<file path="config.mk">
export PLATFORM = sky130hd
export DESIGN_NAME = prefix_code_tree_decoder_unit
export DESIGN_NICKNAME = d
export VERILOG_FILES = /design/src/rtl/pctd_pkg.sv /design/src/rtl/prefix_code_tree_decoder_unit.sv /design/src/rtl/pctd_front.sv /design/src/rtl/pctd_queue.sv /design/src/rtl/pctd_back.sv
export SDC_FILE = /design/constraint.sdc
export NUM_CORES = 1
export LEC_CHECK = 0
export BUFFER_PORTS_ARGS = -buffer_cell sky130_fd_sc_hd__buf_2
export CORE_MARGIN = 8
export CORE_UTILIZATION = 30
export CTS_BUF_LIST = sky130_fd_sc_hd__clkbuf_16
export CTS_CLUSTER_SIZE = 14
export DETAILED_ROUTE_END_ITERATION = 10
export GPL_TIMING_DRIVEN = 0
export REMOVE_ABC_BUFFERS = 1
export SYNTH_ARGS = -nofsm -noshare
export SYNTH_HDL_FRONTEND = slang
export SYNTH_HIERARCHICAL = 1
export SYNTH_SLANG_ARGS = --single-unit
</file>
<file path="constraint.sdc">
create_clock -name aclk -period 3.6 [get_ports aclk]
set_input_delay 0.18 -clock aclk [delete_from_list [all_inputs] [get_ports aclk]]
set_output_delay 0.18 -clock aclk [all_outputs]
set_load 0.05 [all_outputs]
</file>
<file path="src/rtl/pctd_pkg.sv">
`timescale 1ns / 1ps
`default_nettype none
// ----------------------------------------------------------------------------
// pctd_pkg - shared types and constants of the prefix code tree decoder
// Command codes, status codes, character codes and the queue entry format.
// ----------------------------------------------------------------------------
package pctd_pkg;

    localparam int CODE_BITS_W   = 4;
    localparam int CODE_LEN_W    = 3;
    localparam int SYM_PORT_W    = 8;
    localparam int CHAR_W        = 8;
    localparam int STATUS_W      = 2;

    localparam logic [CHAR_W-1:0] CHAR_ZERO    = 8'h30;  // '0'
    localparam logic [CHAR_W-1:0] CHAR_ONE     = 8'h31;  // '1'
    localparam logic [CHAR_W-1:0] CHAR_NEWLINE = 8'h0A;  // '\n'

    localparam logic [STATUS_W-1:0] STATUS_OK      = 2'd0;
    localparam logic [STATUS_W-1:0] STATUS_BADCHAR = 2'd1;
    localparam logic [STATUS_W-1:0] STATUS_NOPATH  = 2'd2;

    typedef logic [1:0] op_t;
    localparam op_t OP_INS  = 2'd0;  // add a code path
    localparam op_t OP_STEP = 2'd1;  // one tree step
    localparam op_t OP_BAD  = 2'd2;  // character that is not a bit

    typedef struct packed {
        op_t                   op;
        logic                  step_bit;
        logic [CODE_BITS_W-1:0] code_bits;
        logic [CODE_LEN_W-1:0]  code_length;
        logic [SYM_PORT_W-1:0]  symbol;
    } cmd_t;

endpackage
`default_nettype wire

</file>
<file path="src/rtl/prefix_code_tree_decoder_unit.sv">
`timescale 1ns / 1ps
`default_nettype none
// ----------------------------------------------------------------------------
// prefix_code_tree_decoder_unit - binary prefix code tree decoder
// Input items either add a code path (mode 0) or feed one message character
// (mode 1). Result items carry a decoded symbol index or an error status.
// Usage:
//  - s_* is the item input, m_* the result output, both valid/ready.
//  - An accepted item is registered in the queue before the engine takes it.
//  - Load items: the engine takes the item, then marks the path's nodes one
//    level per cycle. No result.
//  - Decode items: one tree step per cycle while the result register is free
//    and no leaf is read. Once the tree holds a path, a bad character or a
//    missing node gives a result in the cycle after the engine takes the
//    item; a leaf's result goes through the registered symbol read and the
//    ST_SYM state. Inner nodes give no result; newlines drop at the input.
//  - A two-entry queue lets s_ready stay high while the engine works.
//  - While a result waits with m_ready low, the result register holds; the
//    engine waits and the queue fills, then s_ready drops.
//  - Reset (aresetn low, synchronous) leaves only the root present and the
//    decode position at the root. Symbol storage is not cleared.
// ----------------------------------------------------------------------------
module prefix_code_tree_decoder_unit #(
    parameter int MAX_CODE_BITS = 4,
    parameter int SYMBOL_WIDTH  = 8
) (
    input  wire logic                               aclk,
    input  wire logic                               aresetn,
    input  wire logic                               s_valid,
    output logic                                    s_ready,
    input  wire logic                               s_mode,
    input  wire logic [pctd_pkg::CODE_BITS_W-1:0]   s_code_bits,
    input  wire logic [pctd_pkg::CODE_LEN_W-1:0]    s_code_length,
    input  wire logic [pctd_pkg::SYM_PORT_W-1:0]    s_symbol,
    input  wire logic [pctd_pkg::CHAR_W-1:0]        s_bit_char,
    output logic                                    m_valid,
    input  wire logic                               m_ready,
    output logic [pctd_pkg::SYM_PORT_W-1:0]         m_decoded_symbol,
    output logic [pctd_pkg::STATUS_W-1:0]           m_status
);
    import pctd_pkg::*;

    logic q_full;
    logic q_push;
    cmd_t q_push_cmd;
    logic q_pop;
    logic q_valid;
    cmd_t q_head_cmd;

    // front: accept and classify
    pctd_front #(
        .MAX_CODE_BITS (MAX_CODE_BITS)
    ) u_front (
        .s_valid       (s_valid),
        .s_ready       (s_ready),
        .s_mode        (s_mode),
        .s_code_bits   (s_code_bits),
        .s_code_length (s_code_length),
        .s_symbol      (s_symbol),
        .s_bit_char    (s_bit_char),
        .q_full        (q_full),
        .q_push        (q_push),
        .q_cmd         (q_push_cmd)
    );

    // decoupling queue
    pctd_queue u_queue (
        .aclk     (aclk),
        .aresetn  (aresetn),
        .push     (q_push),
        .push_cmd (q_push_cmd),
        .full     (q_full),
        .pop      (q_pop),
        .valid    (q_valid),
        .head_cmd (q_head_cmd)
    );

    // back: tree storage, walk and result register
    pctd_back #(
        .MAX_CODE_BITS (MAX_CODE_BITS),
        .SYMBOL_WIDTH  (SYMBOL_WIDTH)
    ) u_back (
        .aclk             (aclk),
        .aresetn          (aresetn),
        .q_valid          (q_valid),
        .q_cmd            (q_head_cmd),
        .q_pop            (q_pop),
        .m_valid          (m_valid),
        .m_ready          (m_ready),
        .m_decoded_symbol (m_decoded_symbol),
        .m_status         (m_status)
    );

endmodule
`default_nettype wire

</file>
<file path="src/rtl/pctd_front.sv">
`timescale 1ns / 1ps
`default_nettype none
// ----------------------------------------------------------------------------
// pctd_front - input item classifier
// Accepts items while the queue has room, drops ignored items and turns the
// rest into queue commands.
// ----------------------------------------------------------------------------
module pctd_front #(
    parameter int MAX_CODE_BITS = 4
) (
    input  wire logic                           s_valid,
    output logic                                s_ready,
    input  wire logic                           s_mode,
    input  wire logic [pctd_pkg::CODE_BITS_W-1:0] s_code_bits,
    input  wire logic [pctd_pkg::CODE_LEN_W-1:0]  s_code_length,
    input  wire logic [pctd_pkg::SYM_PORT_W-1:0]  s_symbol,
    input  wire logic [pctd_pkg::CHAR_W-1:0]      s_bit_char,
    input  wire logic                           q_full,
    output logic                                q_push,
    output pctd_pkg::cmd_t                      q_cmd
);
    import pctd_pkg::*;

    logic keep;
    logic len_ok;

    // lengths of zero or beyond the tree depth are ignored
    assign len_ok = (s_code_length != '0) && (int'(s_code_length) <= MAX_CODE_BITS);

    always_comb begin
        q_cmd.step_bit    = (s_bit_char == CHAR_ONE);
        q_cmd.code_bits   = s_code_bits;
        q_cmd.code_length = s_code_length;
        q_cmd.symbol      = s_symbol;
        if (!s_mode) begin
            q_cmd.op = OP_INS;
            keep     = len_ok;
        end else if (s_bit_char == CHAR_ZERO || s_bit_char == CHAR_ONE) begin
            q_cmd.op = OP_STEP;
            keep     = 1'b1;
        end else begin
            q_cmd.op = OP_BAD;
            keep     = (s_bit_char != CHAR_NEWLINE);  // newlines vanish here
        end
    end

    assign s_ready = !q_full;
    assign q_push  = s_valid && s_ready && keep;

endmodule
`default_nettype wire

</file>
<file path="src/rtl/pctd_queue.sv">
`timescale 1ns / 1ps
`default_nettype none
// ----------------------------------------------------------------------------
// pctd_queue - two-entry command queue
// Decouples the classifier from the tree engine.
// ----------------------------------------------------------------------------
module pctd_queue (
    input  wire logic           aclk,
    input  wire logic           aresetn,
    input  wire logic           push,
    input  wire pctd_pkg::cmd_t push_cmd,
    output logic                full,
    input  wire logic           pop,
    output logic                valid,
    output pctd_pkg::cmd_t      head_cmd
);
    import pctd_pkg::*;

    cmd_t       entry_reg [2];
    logic       wr_ptr_reg, wr_ptr_next;
    logic       rd_ptr_reg, rd_ptr_next;
    logic [1:0] count_reg, count_next;

    assign full     = (count_reg == 2'd2);
    assign valid    = (count_reg != 2'd0);
    assign head_cmd = entry_reg[rd_ptr_reg];

    always_comb begin
        wr_ptr_next = wr_ptr_reg ^ push;
        rd_ptr_next = rd_ptr_reg ^ pop;
        count_next  = count_reg + {1'b0, push} - {1'b0, pop};
    end

    always_ff @(posedge aclk) begin
        if (!aresetn) begin
            wr_ptr_reg <= 1'b0;
            rd_ptr_reg <= 1'b0;
            count_reg  <= 2'd0;
        end else begin
            wr_ptr_reg <= wr_ptr_next;
            rd_ptr_reg <= rd_ptr_next;
            count_reg  <= count_next;
        end
    end

    always_ff @(posedge aclk) begin
        if (push) begin
            entry_reg[wr_ptr_reg] <= push_cmd;
        end
    end

endmodule
`default_nettype wire

</file>
<file path="src/rtl/pctd_back.sv">
`timescale 1ns / 1ps
`default_nettype none
// ----------------------------------------------------------------------------
// pctd_back - tree engine
// Holds the heap of node marks and the symbol memory, walks code paths for
// loads and takes one tree step per decode command. Owns the result register.
// ----------------------------------------------------------------------------
module pctd_back #(
    parameter int MAX_CODE_BITS = 4,
    parameter int SYMBOL_WIDTH  = 8
) (
    input  wire logic                              aclk,
    input  wire logic                              aresetn,
    input  wire logic                              q_valid,
    input  wire pctd_pkg::cmd_t                    q_cmd,
    output logic                                   q_pop,
    output logic                                   m_valid,
    input  wire logic                              m_ready,
    output logic [pctd_pkg::SYM_PORT_W-1:0]        m_decoded_symbol,
    output logic [pctd_pkg::STATUS_W-1:0]          m_status
);
    import pctd_pkg::*;

    localparam int NW   = MAX_CODE_BITS + 1;
    localparam int HEAP = 1 << NW;

    localparam logic [1:0] ST_IDLE = 2'd0;
    localparam logic [1:0] ST_INS  = 2'd1;
    localparam logic [1:0] ST_SYM  = 2'd2;

    logic [1:0]              state_reg, state_next;
    logic [HEAP-1:0]         node_present_reg, node_present_next;
    logic [HEAP-1:0]         node_child_reg, node_child_next;   // has a present child
    logic [NW-1:0]           cur_reg, cur_next;
    logic [NW-1:0]           ins_node_reg, ins_node_next;
    logic [CODE_LEN_W-1:0]   ins_pos_reg, ins_pos_next;
    logic [CODE_BITS_W-1:0]  ins_bits_reg, ins_bits_next;
    logic [SYM_PORT_W-1:0]   ins_sym_reg, ins_sym_next;
    logic                    m_valid_reg, m_valid_next;
    logic [SYM_PORT_W-1:0]   m_sym_reg, m_sym_next;
    logic [STATUS_W-1:0]     m_status_reg, m_status_next;

    logic [SYMBOL_WIDTH-1:0] sym_mem [HEAP];
    logic [SYMBOL_WIDTH-1:0] sym_rd_reg;
    logic                    mem_we, mem_re;
    logic [NW-1:0]           mem_waddr, mem_raddr;
    logic [SYMBOL_WIDTH-1:0] mem_wdata;

    logic                    out_free;
    logic                    ins_bit;
    logic [NW-1:0]           ins_child;
    logic [NW-1:0]           step_idx;
    logic                    step_fall_off;
    logic [SYMBOL_WIDTH+SYM_PORT_W-1:0] sym_wide_in;
    logic [SYMBOL_WIDTH+SYM_PORT_W-1:0] sym_wide_out;

    assign out_free = !m_valid_reg || m_ready;

    // bit of the code path at the current position, zero above the port width
    assign ins_bit   = (ins_pos_reg < CODE_LEN_W'(CODE_BITS_W)) ?
                       ins_bits_reg[ins_pos_reg[1:0]] : 1'b0;
    assign ins_child = {ins_node_reg[NW-2:0], ins_bit};

    // a node on the deepest level has no child slots
    assign step_fall_off = cur_reg[NW-1];
    assign step_idx      = {cur_reg[NW-2:0], q_cmd.step_bit};

    assign sym_wide_in  = {{SYMBOL_WIDTH{1'b0}}, ins_sym_reg};
    assign sym_wide_out = {{SYM_PORT_W{1'b0}}, sym_rd_reg};
    assign mem_wdata    = sym_wide_in[SYMBOL_WIDTH-1:0];
    assign mem_waddr    = ins_child;
    assign mem_raddr    = step_idx;

    always_comb begin
        state_next        = state_reg;
        node_present_next = node_present_reg;
        node_child_next   = node_child_reg;
        cur_next          = cur_reg;
        ins_node_next     = ins_node_reg;
        ins_pos_next      = ins_pos_reg;
        ins_bits_next     = ins_bits_reg;
        ins_sym_next      = ins_sym_reg;
        m_valid_next      = m_valid_reg && !m_ready;
        m_sym_next        = m_sym_reg;
        m_status_next     = m_status_reg;
        q_pop             = 1'b0;
        mem_we            = 1'b0;
        mem_re            = 1'b0;

        case (state_reg)
            ST_IDLE: begin
                if (q_valid && out_free) begin
                    q_pop = 1'b1;
                    case (q_cmd.op)
                        OP_INS: begin
                            ins_node_next = NW'(1);
                            ins_pos_next  = q_cmd.code_length - CODE_LEN_W'(1);
                            ins_bits_next = q_cmd.code_bits;
                            ins_sym_next  = q_cmd.symbol;
                            state_next    = ST_INS;
                        end
                        OP_BAD: begin
                            if (node_child_reg[1]) begin
                                m_valid_next  = 1'b1;
                                m_sym_next    = '0;
                                m_status_next = STATUS_BADCHAR;
                            end
                        end
                        OP_STEP: begin
                            // empty tree: decode items vanish
                            if (node_child_reg[1]) begin
                                if (step_fall_off || !node_present_reg[step_idx]) begin
                                    cur_next      = NW'(1);
                                    m_valid_next  = 1'b1;
                                    m_sym_next    = '0;
                                    m_status_next = STATUS_NOPATH;
                                end else if (node_child_reg[step_idx]) begin
                                    cur_next = step_idx;
                                end else begin
                                    cur_next   = NW'(1);
                                    mem_re     = 1'b1;
                                    state_next = ST_SYM;
                                end
                            end
                        end
                        default: begin
                        end
                    endcase
                end
            end
            ST_INS: begin
                node_present_next[ins_child]  = 1'b1;
                node_child_next[ins_node_reg] = 1'b1;
                ins_node_next                 = ins_child;
                if (ins_pos_reg == '0) begin
                    mem_we     = 1'b1;
                    state_next = ST_IDLE;
                end else begin
                    ins_pos_next = ins_pos_reg - CODE_LEN_W'(1);
                end
            end
            ST_SYM: begin
                if (out_free) begin
                    m_valid_next  = 1'b1;
                    m_sym_next    = sym_wide_out[SYM_PORT_W-1:0];
                    m_status_next = STATUS_OK;
                    state_next    = ST_IDLE;
                end
            end
            default: begin
                state_next = ST_IDLE;
            end
        endcase
    end

    always_ff @(posedge aclk) begin
        if (!aresetn) begin
            state_reg        <= ST_IDLE;
            node_present_reg <= HEAP'(2);   // root only
            node_child_reg   <= '0;
            cur_reg          <= NW'(1);
            m_valid_reg      <= 1'b0;
        end else begin
            state_reg        <= state_next;
            node_present_reg <= node_present_next;
            node_child_reg   <= node_child_next;
            cur_reg          <= cur_next;
            m_valid_reg      <= m_valid_next;
        end
    end

    always_ff @(posedge aclk) begin
        ins_node_reg <= ins_node_next;
        ins_pos_reg  <= ins_pos_next;
        ins_bits_reg <= ins_bits_next;
        ins_sym_reg  <= ins_sym_next;
        m_sym_reg    <= m_sym_next;
        m_status_reg <= m_status_next;
    end

    always_ff @(posedge aclk) begin
        if (mem_we) begin
            sym_mem[mem_waddr] <= mem_wdata;
        end
        if (mem_re) begin
            sym_rd_reg <= sym_mem[mem_raddr];
        end
    end

    assign m_valid          = m_valid_reg;
    assign m_decoded_symbol = m_sym_reg;
    assign m_status         = m_status_reg;

endmodule
`default_nettype wire
</file>
==> out/results.tsv <==
stage	metric	value	unit
outcome	status	finished clean	
synthesis	largest area contributor in the netlist	edfxtp_1	
placement	hpwl dp	21050	um
pwr	Seq pwr share	51.7	%
pwr	PnR Total Power	10.88	mW
layout	register area	11460	sq um
layout	area of the multi-input gates	4599	sq um
layout	fillers	5179	
layout	Area growth syn-to-layout	13.56	%
timing	worst-margin pin slew	1.303	ns
timing	RSZ-0062 raised after global routing	true	
layout	n_diodes	0	
routing	final WL	34290	um
cts	clk root buf	clkbuf_16	
timing	Final TNS setup	0	ns
critical_path	Worst Path Required	3.74	ns
cts	clk sink count	407	
grt	total grt overflow	0	
pwr	Max VDD drop	0.0004301	V
pwr	Comb power frac	11.9	%
grt	maximum number of pins on one net before global-route repair	85	
floorplan	row count	86	
synthesis	Ys Warns	6	
timing	Final Hold Fails	0	
hold_path	hold_sp	s_bit_char[0]	
grt	Total GRT Usage	10.67	%
cts	CTS clk-pin slew, worst paths	0.06	ns
pwr	leakage	6.065	nW
timing	Tcrit/Tclk final	94.44	%
cts	setup bufs post-CTS	0	
timing	Final setup viols	0	
timing	clock skew	0.02821	ns
pwr	clock share of power	36.4	%
routing	DR vias	8313	
synthesis	synth unique cells	55	
placement	Final Wtd Congestion	0.7098	
placement	IO buf count	39	
flow_run	Max-Cap Viols	0	
placement	DP Area	17260	sq um
synthesis	top post-synthesis cells by count	edfxtp_1 (330), mux4_2 (93), dfxtp_1 (77), nor2_1 (73), nor2b_1 (57)	
timing	final worst slack	0.2001	ns
synthesis	synthesized area	16470	sq um
floorplan	Initial Util	30.12	%
synthesis	Yosys top cell area share	60.18	%
synthesis	sequential fraction of the synthesis area	69.54	%
critical_path	Slowest-stage cell, CP	nor2_1	
placement	DP Worst Slack	-0.7561	ns
hold_path	HP Class	in2reg	
pwr	sw frac	24.21	%
pwr	internal power	8.243	mW
routing	DRT antenna net count	0	
hold_path	WHS Endpoint	u_queue/entry_reg[1][15]$_DFFE_PP_	
floorplan	# IOs	40	
synthesis	Post-Syn Instances	947	
layout	nets	1015	
critical_path	CP Launch Type	flip-flop	
grt	first-pass GRT wire length	51840	um
pwr	pwr dens	581.7	nW/um^2
pwr	Psw	2.633	mW
critical_path	Crit Reg-Reg Endpoint	u_back/sym_mem[3][7]$_DFFE_PP_	
critical_path	worst r2r src	u_back/ins_pos_reg[0]$_DFFE_PP_	
cts	CTS H-tree lvls	2	
critical_path	Setup crit end kind	flip-flop	
floorplan	Die Wd	250.3	um
critical_path	worst-path cell chain	mux4_2 > nor2b_2 > buf_16 > nand2_1 > nor2_1	
routing	# DRC	0	
floorplan	Die Ht	250.3	um
routing	WL/cell	19.99	um
grt	vias in the first global route	8411	
layout	share of cells above drive strength 1	24.23	%
layout	number of flip-flops under the largest register name	256	
critical_path	Setup Crit Path Kind	reg2reg	
synthesis	#FFs+latches synth	407	
timing	fin. max-slew vios	0	
synthesis	number of flops mapped to enable cells by yosys	330	
cts	Clock Latency Late Sink	0.54	ns
synthesis	Primary FF master, synth	edfxtp_1	
critical_path	FF-to-FF path depth	5	
critical_path	Arr. time, crit path	3.54	ns
timing	FMAX	294.1	MHz
synthesis	FFs w/ async S/R, synth	0	%
routing	DR vias/cell	4.847	
critical_path	largest fanout on the critical path	22	
grt	antenna violations before repair	0	
cts	clock buffer count from CTS	41	
routing	drt pass-1 iters	5	
critical_path	Worst Setup SP	u_back/ins_pos_reg[0]$_DFFE_PP_	
timing	Slew HR	13.15	%
layout	Final Util	34.21	%
hold_path	Hold Crit Depth	2	
floorplan	Placeable Area	54660	sq um
cts	CTS tree	yes	
routing	initial DRC count	609	
critical_path	CP peak stage delay	0.92	ns
layout	post-route cell area	18700	sq um
critical_path	R2R Setup Slk	0.20	ns
synthesis	cell with the most instances after synthesis	edfxtp_1	
synthesis	synthesized area per cell	17.39	sq um
synthesis	most area-consuming cells after synthesis	edfxtp_1 (60%), mux4_2 (13%), dfxtp_1 (9.4%)	
floorplan	die area	62640	sq um
timing	fin crit period	3.400	ns
cts	clk buf depth	3	
logic make-up after synthesis:
logic type,count (synthesis),synth area share (%)
adders and majority gates,8,0.6079
and+or+nand+nor,226,7.462
muxes,137,16.00
DFF,407,69.54
buffers and inverters,78,2.622
AOI/OAI and AO/OA,87,3.473
xor gates and xnor gates,4,0.2964
cell type report:
cell class                      count  area share, %
Clock buffer                       41          5.487
Timing Repair Buffer               60          2.623
Tap cell                          704          4.711
Clock inverter                     34          1.151
Sequential cell                   407          61.29
Multi-Input combinational cell    462          24.60
Inverter                            7         0.1405
worst max-delay path by stage:
stage                                          end
floorplan           u_back/sym_rd_reg[0]$_DFFE_PP_
global placement    u_back/sym_rd_reg[2]$_DFFE_PP_
detailed placement  u_back/sym_rd_reg[6]$_DFFE_PP_
CTS                 u_back/sym_rd_reg[0]$_DFFE_PP_
global route        u_back/sym_mem[3][4]$_DFFE_PP_
finish              u_back/sym_mem[3][7]$_DFFE_PP_
timing repair:
| action | in CTS | in global routing |
|---|---|---|
| hold endpoints to repair | 32 | 0 |
| gates cloned | 1 | 0 |
| resized for setup | 3 | 1 |
| hold buffers | 16 | 0 |
| endpoints found under the setup margin | 32 | 20 |
critical path, delay by kind of cell, from the launching register on:
family                 cells  cell delay (ns)
and+or+nand+nor            3             1.96
DFF                        1             0.43
muxes                      1             0.35
buffers and inverters      1             0.23
metrics by stage:
step                hold WS (ns)  instances
floorplan                 0.2631        876
global placement          0.3681       1619
detailed placement        0.3722       1623
CTS                     0.002457       1715
global route             0.03443       1715
finish                   0.02375       1715
cells in the final DEF (no fill, tap or decap), types with 5 or more instances in the layout:
cell type,netlist,layout
clkbuf_16,0,41
o21a_1,22,21
nor3_1,5,5
a21oi_1,37,37
nand3_1,13,13
mux4_2,93,93
a31oi_1,8,8
nand2_1,18,18
and3_1,9,8
nor3b_1,6,6
nor2_1,73,73
ha_1,8,8
mux2i_1,10,10
nand2b_1,8,8
clkinv_1,0,6
inv_1,7,15
dfxtp_1,77,73
edfxtp_1,330,330
mux2_4,11,10
buf_2,5,39
nand3b_1,7,7
mux2_2,20,20
clkinv_2,0,13
and2_1,17,17
dlygate4sd3_1,0,16
nor2b_1,57,56
per-layer routing:
metal	share of wire [%]	vias up	track usage (%)
li1	-	3733	-
met1	45	4325	14.50
met2	48	207	17.41
met3	5.6	48	2.446
met4	1.6	0	2.162
met5	0	-	0
power groups by stage:
stage	Clock (mW)	Combinational, mW	Sequential, mW
detailed placement	0	1.27	5.73
CTS	4.07	1.32	5.63
floorplan	0	0.911	5.60
global placement	0	1.22	5.71
finish	3.96	1.29	5.62
global route	4.24	1.41	5.66
No activity file was read; power rests on OpenSTA's default activity.
